File: src/rtl/tzg_pkg.sv
package tzg_pkg;

  // Q9.8 temperature word
  localparam int unsigned TEMP_W = 17;
  localparam logic [TEMP_W-1:0] TEMP_SCALE = 17'd84480;  // 330 * 256
  localparam logic [TEMP_W-1:0] AVG_RESET  = 17'd6400;   // 25 C

  // smoothing weight, Q1.8
  localparam int unsigned WEIGHT_W = 9;
  localparam logic [WEIGHT_W-1:0] WEIGHT_ONE   = 9'd256;
  localparam logic [WEIGHT_W-1:0] WEIGHT_RESET = 9'd51;

  localparam logic [TEMP_W-1:0] WARN_RESET = 17'd15360;  // 60 C
  localparam logic [TEMP_W-1:0] CRIT_RESET = 17'd17920;  // 70 C

  // configuration port
  localparam int unsigned CFG_IDX_W  = 2;
  localparam int unsigned CFG_DATA_W = TEMP_W;
  localparam logic [CFG_IDX_W-1:0] REG_FILTER_WEIGHT  = 2'd0;
  localparam logic [CFG_IDX_W-1:0] REG_WARNING_LEVEL  = 2'd1;
  localparam logic [CFG_IDX_W-1:0] REG_CRITICAL_LEVEL = 2'd2;

  // zones
  localparam int unsigned NUM_ZONES   = 3;
  localparam int unsigned ZONE_SERVO   = 0;
  localparam int unsigned ZONE_BATTERY = 1;
  localparam int unsigned ZONE_BUCK    = 2;

  typedef enum logic [1:0] {
    ALARM_NORMAL   = 2'd0,
    ALARM_WARNING  = 2'd1,
    ALARM_CRITICAL = 2'd2
  } alarm_e;

endpackage

File: src/rtl/tzg_in_if.sv
interface tzg_in_if #(
  parameter int unsigned SAMPLE_BITS = 10
);
  logic                   valid;
  logic                   ready;
  logic [SAMPLE_BITS-1:0] servo_raw;
  logic [SAMPLE_BITS-1:0] battery_raw;
  logic [SAMPLE_BITS-1:0] buck_raw;

  modport source (
    output valid, servo_raw, battery_raw, buck_raw,
    input  ready
  );
  modport sink (
    input  valid, servo_raw, battery_raw, buck_raw,
    output ready
  );
endinterface

File: src/rtl/tzg_out_if.sv
interface tzg_out_if;
  logic                        valid;
  logic                        ready;
  logic [1:0]                  alarm_level;
  logic [tzg_pkg::TEMP_W-1:0]  servo_smoothed;
  logic [tzg_pkg::TEMP_W-1:0]  battery_smoothed;
  logic [tzg_pkg::TEMP_W-1:0]  buck_smoothed;
  logic [tzg_pkg::TEMP_W-1:0]  hottest_zone_temp;

  modport source (
    output valid, alarm_level, servo_smoothed, battery_smoothed, buck_smoothed,
           hottest_zone_temp,
    input  ready
  );
  modport sink (
    input  valid, alarm_level, servo_smoothed, battery_smoothed, buck_smoothed,
           hottest_zone_temp,
    output ready
  );
endinterface

File: src/rtl/tzg_scale.sv
module tzg_scale #(
  parameter int unsigned SAMPLE_BITS = 10
) (
  input  logic [SAMPLE_BITS-1:0]     raw_i,
  output logic [tzg_pkg::TEMP_W-1:0] temp_o
);
  import tzg_pkg::*;

  // temp = floor(raw * 84480 / (2^n - 1)). Since 2^n = 1 mod (2^n - 1),
  // fold the high part onto the low part; three folds leave a rest below
  // twice the divisor, so one compare finishes it.
  localparam int unsigned XW    = SAMPLE_BITS + TEMP_W;
  localparam int unsigned FS    = (1 << SAMPLE_BITS) - 1;
  localparam int unsigned FOLDS = 2;

  logic [XW-1:0] prod;
  logic [17:0]   acc;
  logic [17:0]   hi;
  logic [17:0]   rest;

  always_comb begin
    prod = XW'(raw_i) * XW'(TEMP_SCALE);
    acc  = 18'(prod >> SAMPLE_BITS);
    rest = 18'(prod >> SAMPLE_BITS) + 18'(prod & XW'(FS));
    hi   = '0;
    for (int k = 0; k < FOLDS; k++) begin
      hi   = rest >> SAMPLE_BITS;
      acc  = acc + hi;
      rest = hi + (rest & 18'(FS));
    end
    if (rest >= 18'(FS)) begin
      acc = acc + 18'd1;
    end
    temp_o = acc[TEMP_W-1:0];
  end

endmodule

File: src/rtl/tzg_ema.sv
module tzg_ema (
  input  logic                         clk_i,
  input  logic                         rst_ni,
  input  logic                         upd_i,
  input  logic [tzg_pkg::WEIGHT_W-1:0] weight_i,
  input  logic [tzg_pkg::TEMP_W-1:0]   temp_i,
  output logic [tzg_pkg::TEMP_W-1:0]   avg_o
);
  import tzg_pkg::*;

  logic [TEMP_W-1:0]   avg_q, avg_d;
  logic [9:0]          alpha;
  logic signed [17:0]  diff;
  logic signed [28:0]  prod;
  logic signed [18:0]  step;
  logic signed [18:0]  sum;

  // avg += floor(alpha * (temp - avg) / 256); weights above one clamp to one
  always_comb begin
    alpha = (weight_i > WEIGHT_ONE) ? 10'(WEIGHT_ONE) : {1'b0, weight_i};
    diff  = $signed({1'b0, temp_i}) - $signed({1'b0, avg_q});
    prod  = $signed({1'b0, alpha}) * diff;
    step  = prod[26:8];  // arithmetic shift floors
    sum   = $signed({2'b00, avg_q}) + step;
    avg_d = sum[TEMP_W-1:0];
  end

  always_ff @(posedge clk_i or negedge rst_ni) begin
    if (!rst_ni) begin
      avg_q <= AVG_RESET;
    end else if (upd_i) begin
      avg_q <= avg_d;
    end
  end

  assign avg_o = avg_q;

endmodule

File: src/rtl/three_zone_thermal_guard_core.sv
// Three-zone thermal guard. Each input word is one sampling tick with three
// raw converter readings; each is scaled to Q9.8 degrees C, run through its
// own exponential moving average (weight filter_weight/256, clamped to one),
// and the hottest average is graded against critical_level and
// warning_level (critical checked first). One result word leaves for every
// input word. The datapath is a four-stage pipeline: input register,
// temperature register (after the scaling unit), the average registers
// (which are the filter state), and the result register. A new word is taken
// every cycle while sample_i.ready is high; a result passes through those
// four registers in order. Back-pressure fills the stages one at a time, so
// up to four words are held before sample_i.ready drops. The average update
// is the only loop: a 10x18 multiply and an add. Configuration writes go
// straight into the registers and are meant for while the pipe is empty.
module three_zone_thermal_guard_core #(
  parameter int unsigned SAMPLE_BITS = 10
) (
  input  logic                           clk_i,
  input  logic                           rst_ni,
  input  logic                           cfg_we_i,
  input  logic [tzg_pkg::CFG_IDX_W-1:0]  cfg_idx_i,
  input  logic [tzg_pkg::CFG_DATA_W-1:0] cfg_wdata_i,
  tzg_in_if.sink                         sample_i,
  tzg_out_if.source                      result_o
);
  import tzg_pkg::*;

  // configuration registers
  logic [WEIGHT_W-1:0] weight_q;
  logic [TEMP_W-1:0]   warn_q;
  logic [TEMP_W-1:0]   crit_q;

  always_ff @(posedge clk_i or negedge rst_ni) begin
    if (!rst_ni) begin
      weight_q <= WEIGHT_RESET;
      warn_q   <= WARN_RESET;
      crit_q   <= CRIT_RESET;
    end else if (cfg_we_i) begin
      case (cfg_idx_i)
        REG_FILTER_WEIGHT:  weight_q <= cfg_wdata_i[WEIGHT_W-1:0];
        REG_WARNING_LEVEL:  warn_q   <= cfg_wdata_i[TEMP_W-1:0];
        REG_CRITICAL_LEVEL: crit_q   <= cfg_wdata_i[TEMP_W-1:0];
        default: ;  // unmapped index: ignored
      endcase
    end
  end

  // pipeline handshake: each stage takes a word when empty or draining
  logic s1_valid_q, s2_valid_q, s3_valid_q, out_valid_q;
  logic s1_rdy, s2_rdy, s3_rdy, out_rdy;

  assign out_rdy = !out_valid_q || result_o.ready;
  assign s3_rdy  = !s3_valid_q  || out_rdy;
  assign s2_rdy  = !s2_valid_q  || s3_rdy;
  assign s1_rdy  = !s1_valid_q  || s2_rdy;

  assign sample_i.ready = s1_rdy;

  logic s1_load, s2_load, s3_upd, out_load;
  assign s1_load  = sample_i.valid && s1_rdy;
  assign s2_load  = s1_valid_q && s2_rdy;
  assign s3_upd   = s2_valid_q && s3_rdy;
  assign out_load = s3_valid_q && out_rdy;

  always_ff @(posedge clk_i or negedge rst_ni) begin
    if (!rst_ni) begin
      s1_valid_q  <= 1'b0;
      s2_valid_q  <= 1'b0;
      s3_valid_q  <= 1'b0;
      out_valid_q <= 1'b0;
    end else begin
      if (s1_rdy)  s1_valid_q  <= sample_i.valid;
      if (s2_rdy)  s2_valid_q  <= s1_valid_q;
      if (s3_rdy)  s3_valid_q  <= s2_valid_q;
      if (out_rdy) out_valid_q <= s3_valid_q;
    end
  end

  // stage 1: raw input register
  logic [SAMPLE_BITS-1:0] raw_q [NUM_ZONES];

  always_ff @(posedge clk_i) begin
    if (s1_load) begin
      raw_q[ZONE_SERVO]   <= sample_i.servo_raw;
      raw_q[ZONE_BATTERY] <= sample_i.battery_raw;
      raw_q[ZONE_BUCK]    <= sample_i.buck_raw;
    end
  end

  // stage 2: scaled temperatures; stage 3: per-zone averages
  logic [TEMP_W-1:0] temp_d [NUM_ZONES];
  logic [TEMP_W-1:0] temp_q [NUM_ZONES];
  logic [TEMP_W-1:0] avg    [NUM_ZONES];

  for (genvar z = 0; z < NUM_ZONES; z++) begin : g_zone
    tzg_scale #(
      .SAMPLE_BITS (SAMPLE_BITS)
    ) u_scale (
      .raw_i  (raw_q[z]),
      .temp_o (temp_d[z])
    );

    always_ff @(posedge clk_i) begin
      if (s2_load) begin
        temp_q[z] <= temp_d[z];
      end
    end

    tzg_ema u_ema (
      .clk_i    (clk_i),
      .rst_ni   (rst_ni),
      .upd_i    (s3_upd),
      .weight_i (weight_q),
      .temp_i   (temp_q[z]),
      .avg_o    (avg[z])
    );
  end

  // stage 4: hottest zone and grading
  logic [TEMP_W-1:0] hot_d;
  alarm_e            alarm_d;

  always_comb begin
    hot_d = avg[ZONE_SERVO];
    if (avg[ZONE_BATTERY] > hot_d) hot_d = avg[ZONE_BATTERY];
    if (avg[ZONE_BUCK] > hot_d)    hot_d = avg[ZONE_BUCK];
    if (hot_d >= crit_q) begin
      alarm_d = ALARM_CRITICAL;
    end else if (hot_d >= warn_q) begin
      alarm_d = ALARM_WARNING;
    end else begin
      alarm_d = ALARM_NORMAL;
    end
  end

  alarm_e            alarm_q;
  logic [TEMP_W-1:0] smooth_q [NUM_ZONES];
  logic [TEMP_W-1:0] hot_q;

  always_ff @(posedge clk_i) begin
    if (out_load) begin
      alarm_q  <= alarm_d;
      smooth_q <= avg;
      hot_q    <= hot_d;
    end
  end

  assign result_o.valid             = out_valid_q;
  assign result_o.alarm_level       = alarm_q;
  assign result_o.servo_smoothed    = smooth_q[ZONE_SERVO];
  assign result_o.battery_smoothed  = smooth_q[ZONE_BATTERY];
  assign result_o.buck_smoothed     = smooth_q[ZONE_BUCK];
  assign result_o.hottest_zone_temp = hot_q;

  // filter state moves only when a word enters the averaging stage
  a_state_hold : assert property (@(posedge clk_i) disable iff (!rst_ni)
    !s3_upd |=> ($stable(avg[ZONE_SERVO]) && $stable(avg[ZONE_BATTERY]) &&
                 $stable(avg[ZONE_BUCK])))
    else $error("filter state changed without an update");

  // input is refused only when every stage holds a word
  a_full_stall : assert property (@(posedge clk_i) disable iff (!rst_ni)
    !sample_i.ready |-> (s1_valid_q && s2_valid_q && s3_valid_q && out_valid_q))
    else $error("input stalled with an empty stage");

  // reported hottest value dominates all three zones
  a_hottest_max : assert property (@(posedge clk_i) disable iff (!rst_ni)
    result_o.valid |-> (hot_q >= smooth_q[ZONE_SERVO] &&
                        hot_q >= smooth_q[ZONE_BATTERY] &&
                        hot_q >= smooth_q[ZONE_BUCK]))
    else $error("hottest value below a zone average");

  // critical grade only at or above the critical threshold
  a_crit_grade : assert property (@(posedge clk_i) disable iff (!rst_ni)
    (result_o.valid && alarm_q == ALARM_CRITICAL) |-> (hot_q >= crit_q))
    else $error("critical grade below threshold");

endmodule
File: src/flat_wrapper.sv
// flat-port wrapper written by rule: the top's interface ports become plain ports
module three_zone_thermal_guard_core_flat import tzg_pkg::*;
#(
  parameter int unsigned SAMPLE_BITS = 10
)
  (clk_i, rst_ni, cfg_we_i, cfg_idx_i, cfg_wdata_i, sample_i_valid, sample_i_servo_raw, sample_i_battery_raw, sample_i_buck_raw, sample_i_ready, result_o_valid, result_o_alarm_level, result_o_servo_smoothed, result_o_battery_smoothed, result_o_buck_smoothed, result_o_hottest_zone_temp, result_o_ready);
  tzg_in_if #(.SAMPLE_BITS(SAMPLE_BITS)) sample_i_i ();
  tzg_out_if result_o_i ();
  input  logic clk_i;
  input  logic rst_ni;
  input  logic cfg_we_i;
  input  logic [tzg_pkg::CFG_IDX_W-1:0] cfg_idx_i;
  input  logic [tzg_pkg::CFG_DATA_W-1:0] cfg_wdata_i;
  input wire logic [$bits(sample_i_i.valid)-1:0] sample_i_valid;
  input wire logic [$bits(sample_i_i.servo_raw)-1:0] sample_i_servo_raw;
  input wire logic [$bits(sample_i_i.battery_raw)-1:0] sample_i_battery_raw;
  input wire logic [$bits(sample_i_i.buck_raw)-1:0] sample_i_buck_raw;
  output wire logic [$bits(sample_i_i.ready)-1:0] sample_i_ready;
  output wire logic [$bits(result_o_i.valid)-1:0] result_o_valid;
  output wire logic [$bits(result_o_i.alarm_level)-1:0] result_o_alarm_level;
  output wire logic [$bits(result_o_i.servo_smoothed)-1:0] result_o_servo_smoothed;
  output wire logic [$bits(result_o_i.battery_smoothed)-1:0] result_o_battery_smoothed;
  output wire logic [$bits(result_o_i.buck_smoothed)-1:0] result_o_buck_smoothed;
  output wire logic [$bits(result_o_i.hottest_zone_temp)-1:0] result_o_hottest_zone_temp;
  input wire logic [$bits(result_o_i.ready)-1:0] result_o_ready;
  assign sample_i_i.valid = sample_i_valid;
  assign sample_i_i.servo_raw = sample_i_servo_raw;
  assign sample_i_i.battery_raw = sample_i_battery_raw;
  assign sample_i_i.buck_raw = sample_i_buck_raw;
  assign sample_i_ready = sample_i_i.ready;
  assign result_o_valid = result_o_i.valid;
  assign result_o_alarm_level = result_o_i.alarm_level;
  assign result_o_servo_smoothed = result_o_i.servo_smoothed;
  assign result_o_battery_smoothed = result_o_i.battery_smoothed;
  assign result_o_buck_smoothed = result_o_i.buck_smoothed;
  assign result_o_hottest_zone_temp = result_o_i.hottest_zone_temp;
  assign result_o_i.ready = result_o_ready;
  three_zone_thermal_guard_core #(.SAMPLE_BITS(SAMPLE_BITS)) u_core (.clk_i(clk_i), .rst_ni(rst_ni), .cfg_we_i(cfg_we_i), .cfg_idx_i(cfg_idx_i), .cfg_wdata_i(cfg_wdata_i), .sample_i(sample_i_i), .result_o(result_o_i));
endmodule
File: config.mk
export PLATFORM = sky130hd
export DESIGN_NAME = three_zone_thermal_guard_core_flat
export DESIGN_NICKNAME = d
export VERILOG_FILES = /design/src/rtl/tzg_pkg.sv /design/src/rtl/tzg_in_if.sv /design/src/rtl/tzg_out_if.sv /design/src/rtl/tzg_scale.sv /design/src/rtl/tzg_ema.sv /design/src/rtl/three_zone_thermal_guard_core.sv /design/src/flat_wrapper.sv
export SDC_FILE = /design/constraint.sdc
export NUM_CORES = 2
export LEC_CHECK = 0
export BUFFER_PORTS_ARGS = -buffer_cell sky130_fd_sc_hd__buf_2
export CORE_MARGIN = 2
export CORE_UTILIZATION = 65
export DETAILED_ROUTE_END_ITERATION = 16
export PLACE_DENSITY = 0.91
export SETUP_SLACK_MARGIN = 0.5
export SYNTH_ARGS = -nofsm -noshare
export SYNTH_HDL_FRONTEND = slang
export SYNTH_SLANG_ARGS = --single-unit
export TNS_END_PERCENT = 50
File: constraint.sdc
create_clock -name clk_i -period 27.1 [get_ports clk_i]
set_input_delay 1.355 -clock clk_i [delete_from_list [all_inputs] [get_ports clk_i]]
set_output_delay 1.355 -clock clk_i [all_outputs]
set_load 0.02 [all_outputs]
==> summary.md <==
| Metric | Value |
|---|---|
| Port buffer count | `125` |
| DR iter-0 viols | `2715` |
| Io pins | `126` |
| First-pass GRT wire length | `153000 um` |
| CP max-delay cell | `o41ai_1` |
| Vias per std cell | `6.08` |
| CP bufs+invs | `4` |
| Clock Latency Late Sink | `0.60 ns` |
| Register area share after synthesis | `19.1%` |
| Crit path DAT | `10.55 ns` |
| ANT nets after route | `0` |
| Final GP Congestion | `0.950` |
| Final instance area | `39100 sq um` |
| R2R depth | `37` |
| Hold path depth | `1` |
| Relative slew margins | `21.8%` |
| Crit path largest cell delay | `0.66 ns` |
| Skew final | `0.0171 ns` |
| Synthesized cell area | `36600 sq um` |
| Setup_tns | `0 ns` |
| H-tree levels | `1` |
| Syn Nets | `4847` |
| Startpoint types | `flip-flop` |
| Crit end category | `flip-flop` |
| Endpoints failing hold | `0` |
| Wire per inst | `20.0 um` |
| Unique masters post-synth | `101` |
| Final Net Count | `4946` |
| Crit path time final | `10.04 ns` |
| Final setup viols | `0` |
| Die Y-Extent | `241 um` |
| Multi-input logic area | `27100 sq um` |
| Grt total ovfl | `0` |
| Number of enable-type register cells in the synthesized netlist | `151` |
| CTS max path bufs | `3` |
| Status | `complete, no violations` |
| Synth Flop Type | `edfxtp_1` |
| Max-cap violations | `0` |
| Clock slew at reported path FFs | `0.06 ns` |
| Num CTS Buffers | `29` |
| Hold buffers post-CTS | `0` |
| Worst-Margin Slew | `1.17 ns` |
| Core Area | `56100 sq um` |
| Fraction of layout cells with a size suffix above 1 | `8.34%` |
| Clock root cell | `clkbuf_16` |
| Row cnt | `87` |
| Slew Viols, Final | `0` |
| Crit path required time | `27.60 ns` |
| CTS Sinks | `249` |
| Crit path top cell by count | `fa_1` |
| Vias after detailed routing | `28900` |
| WP depth | `37` |
| CP delay by family, top | `compound AO/OA/AOI/OAI gates` |
| Final period utilization | `37.1%` |
| Pre-Repair DR Iteration Count | `6` |
| Fill cells | `3814` |
| Postcts setup bufs | `0` |
| Async S/R FF share, synth | `39.4%` |
| Initial Utilization | `65.3%` |
| Die area | `58300 sq um` |
| Residual DRC | `0` |
| Seq cells post-synth | `249` |
| Kind of critical path | `flip-flop to flip-flop` |
| Register Area | `7010 sq um` |
| Vias in the first global route | `29800` |
| Max FO, Critical Path | `7` |
| Hold WC Path Type | `flip-flop to flip-flop` |
| Area delta synth->final | `6.83%` |
| Final WL | `95100 um` |
| CTS resizes | `0` |
| Largest net degree at the start of global routing | `71` |
| Mapped Cells | `3873` |
| Half-perimeter wire length after placement | `73900 um` |
| Yosys warning count | `0` |
| Initial antenna violation count | `4` |
| Area after DPL | `38100 sq um` |
| Max Freq | `99.6 MHz` |
| Mean Syn Cell Area | `9.46 sq um` |
| Global Route Usage Sum | `33.5%` |
| CTS tree | `done` |
| RSZ-0062 raised after global routing | `no` |
| Die Wd | `241 um` |
==> cell usage after synthesis (7+ instances only) <==
| cell | count | area, sq um |
|---|---|---|
| fa_1 | 414 | 8290 |
| dfrtp_1 | 78 | 1950 |
| o21bai_1 | 24 | 180 |
| mux2_2 | 50 | 563 |
| clkbuf_1 | 70 | 263 |
| nor3_1 | 48 | 240 |
| nand2_1 | 342 | 1280 |
| ha_1 | 506 | 6330 |
| inv_1 | 597 | 2240 |
| xor2_1 | 110 | 963 |
| o21a_1 | 44 | 330 |
| nor3b_1 | 7 | 52.6 |
| o21ai_1 | 15 | 75.1 |
| o41ai_1 | 8 | 70.1 |
| nor2_1 | 340 | 1280 |
| or3_1 | 13 | 81.3 |
| a211oi_1 | 18 | 135 |
| a21oi_1 | 140 | 701 |
| or2_2 | 12 | 75.1 |
| nor2b_1 | 56 | 350 |
| edfxtp_1 | 151 | 4530 |
| o211ai_1 | 7 | 52.6 |
| xnor2_1 | 209 | 1830 |
| mux2i_1 | 35 | 350 |
| a21o_1 | 83 | 623 |
| nand4_1 | 26 | 163 |
| and2_1 | 53 | 332 |
| nand3_1 | 56 | 280 |
| o21ai_0 | 103 | 515 |
| a31oi_1 | 24 | 150 |
| nand2b_1 | 42 | 263 |
| and3_1 | 25 | 156 |
| dfstp_2 | 20 | 526 |
==> state kept, by name, indices dropped and copies added, names as in the netlist <==
signal,flops
u_core.crit_q,17
u_core.result_o.alarm_level,2
u_core.raw_q,30
u_core.warn_q,17
u_core.result_o.servo_smoothed,17
u_core.s1_valid_q,1
u_core.temp_q,51
u_core.s2_valid_q,1
u_core.result_o.buck_smoothed,17
u_core.g_zone.u_ema.avg_o,51
u_core.result_o.valid,1
u_core.weight_q,9
u_core.result_o.battery_smoothed,17
u_core.s3_valid_q,1
u_core.result_o.hottest_zone_temp,17
==> through the flow <==
stage                     hold slack, ns  setup slack [ns]  cells  util [%]
after global routing               0.512             16.41   4751      69.8
after global placement             0.454             17.61   4697      68.0
final                              0.495             17.06   4753      69.8
after floorplan                    0.446             18.29   3873         -
after CTS                          0.498             17.14   4751      69.8
after detailed placement           0.480             17.23   4697      68.0
==> cells in the final DEF, fill, tap and decap left out, types with 56 or more instances in the layout <==
cell type and n:
nand2_1 340, edfxtp_1 151, nand3_1 56, xor2_1 110
buf_2 124, dfrtp_1 78, a21oi_1 139, nor2_1 340
inv_1 597, ha_1 506, o21ai_0 103, fa_1 414
xnor2_1 209, a21o_1 83
==> worst paths after layout <==
check | startpoint | slack, ns | to
worst max register to register | u_core.g_zone[1].u_ema.avg_o[1] | 17.06 | u_core.g_zone[1].u_ema.avg_o[16]
max in group asynchronous | rst_ni | 25.12 | u_core.g_zone[2].u_ema.avg_o[7]
worst min-delay path | u_core.s1_valid_q | 0.50 | u_core.s2_valid_q
worst min register to register | u_core.s1_valid_q | 0.50 | u_core.s2_valid_q
worst max-delay path | u_core.g_zone[1].u_ema.avg_o[1] | 17.06 | u_core.g_zone[1].u_ema.avg_o[16]
min in group asynchronous | rst_ni | 0.73 | u_core.crit_q[12]
==> routing by layer <==
| layer | global-route usage [%] | share of wire [%] |
|---|---|---|
| met1 | 41.8 | 37 |
| met4 | 19.2 | 7.1 |
| met2 | 55.4 | 47 |
| met5 | 0 | 0.012 |
| met3 | 5.79 | 9.6 |
==> area by class of cell <==
cell class / instances / share of cell area [%]
repair buffers: 151 / 2.10
flip-flops and latches: 249 / 17.9
well taps: 756 / 2.42
clock buffers: 42 / 2.30
diodes: 2 / 0.0128
multi-input cells: 2943 / 69.2
inverters: 598 / 5.74
clock inverters: 12 / 0.256
==> cell families (layout without fill, tap and decap cells) <==
family | count (synthesis) | after routing | share of synthesized area [%]
adder cells (fa/ha/maj) | 920 | 920 | 39.9
buffers and inverters | 681 | 803 | 7.01
flip-flops | 249 | 249 | 19.1
AO/OA/AOI/OAI | 557 | 557 | 10.2
multiplexers | 85 | 85 | 2.49
AND/OR/NAND/NOR | 1059 | 1059 | 13.4
other | 0 | 2 | 0
XOR/XNOR | 322 | 322 | 7.80
Power is left out: the tool's default activity adds up to more than one toggle a clock period on the data nets, which glitch-free logic cannot reach.
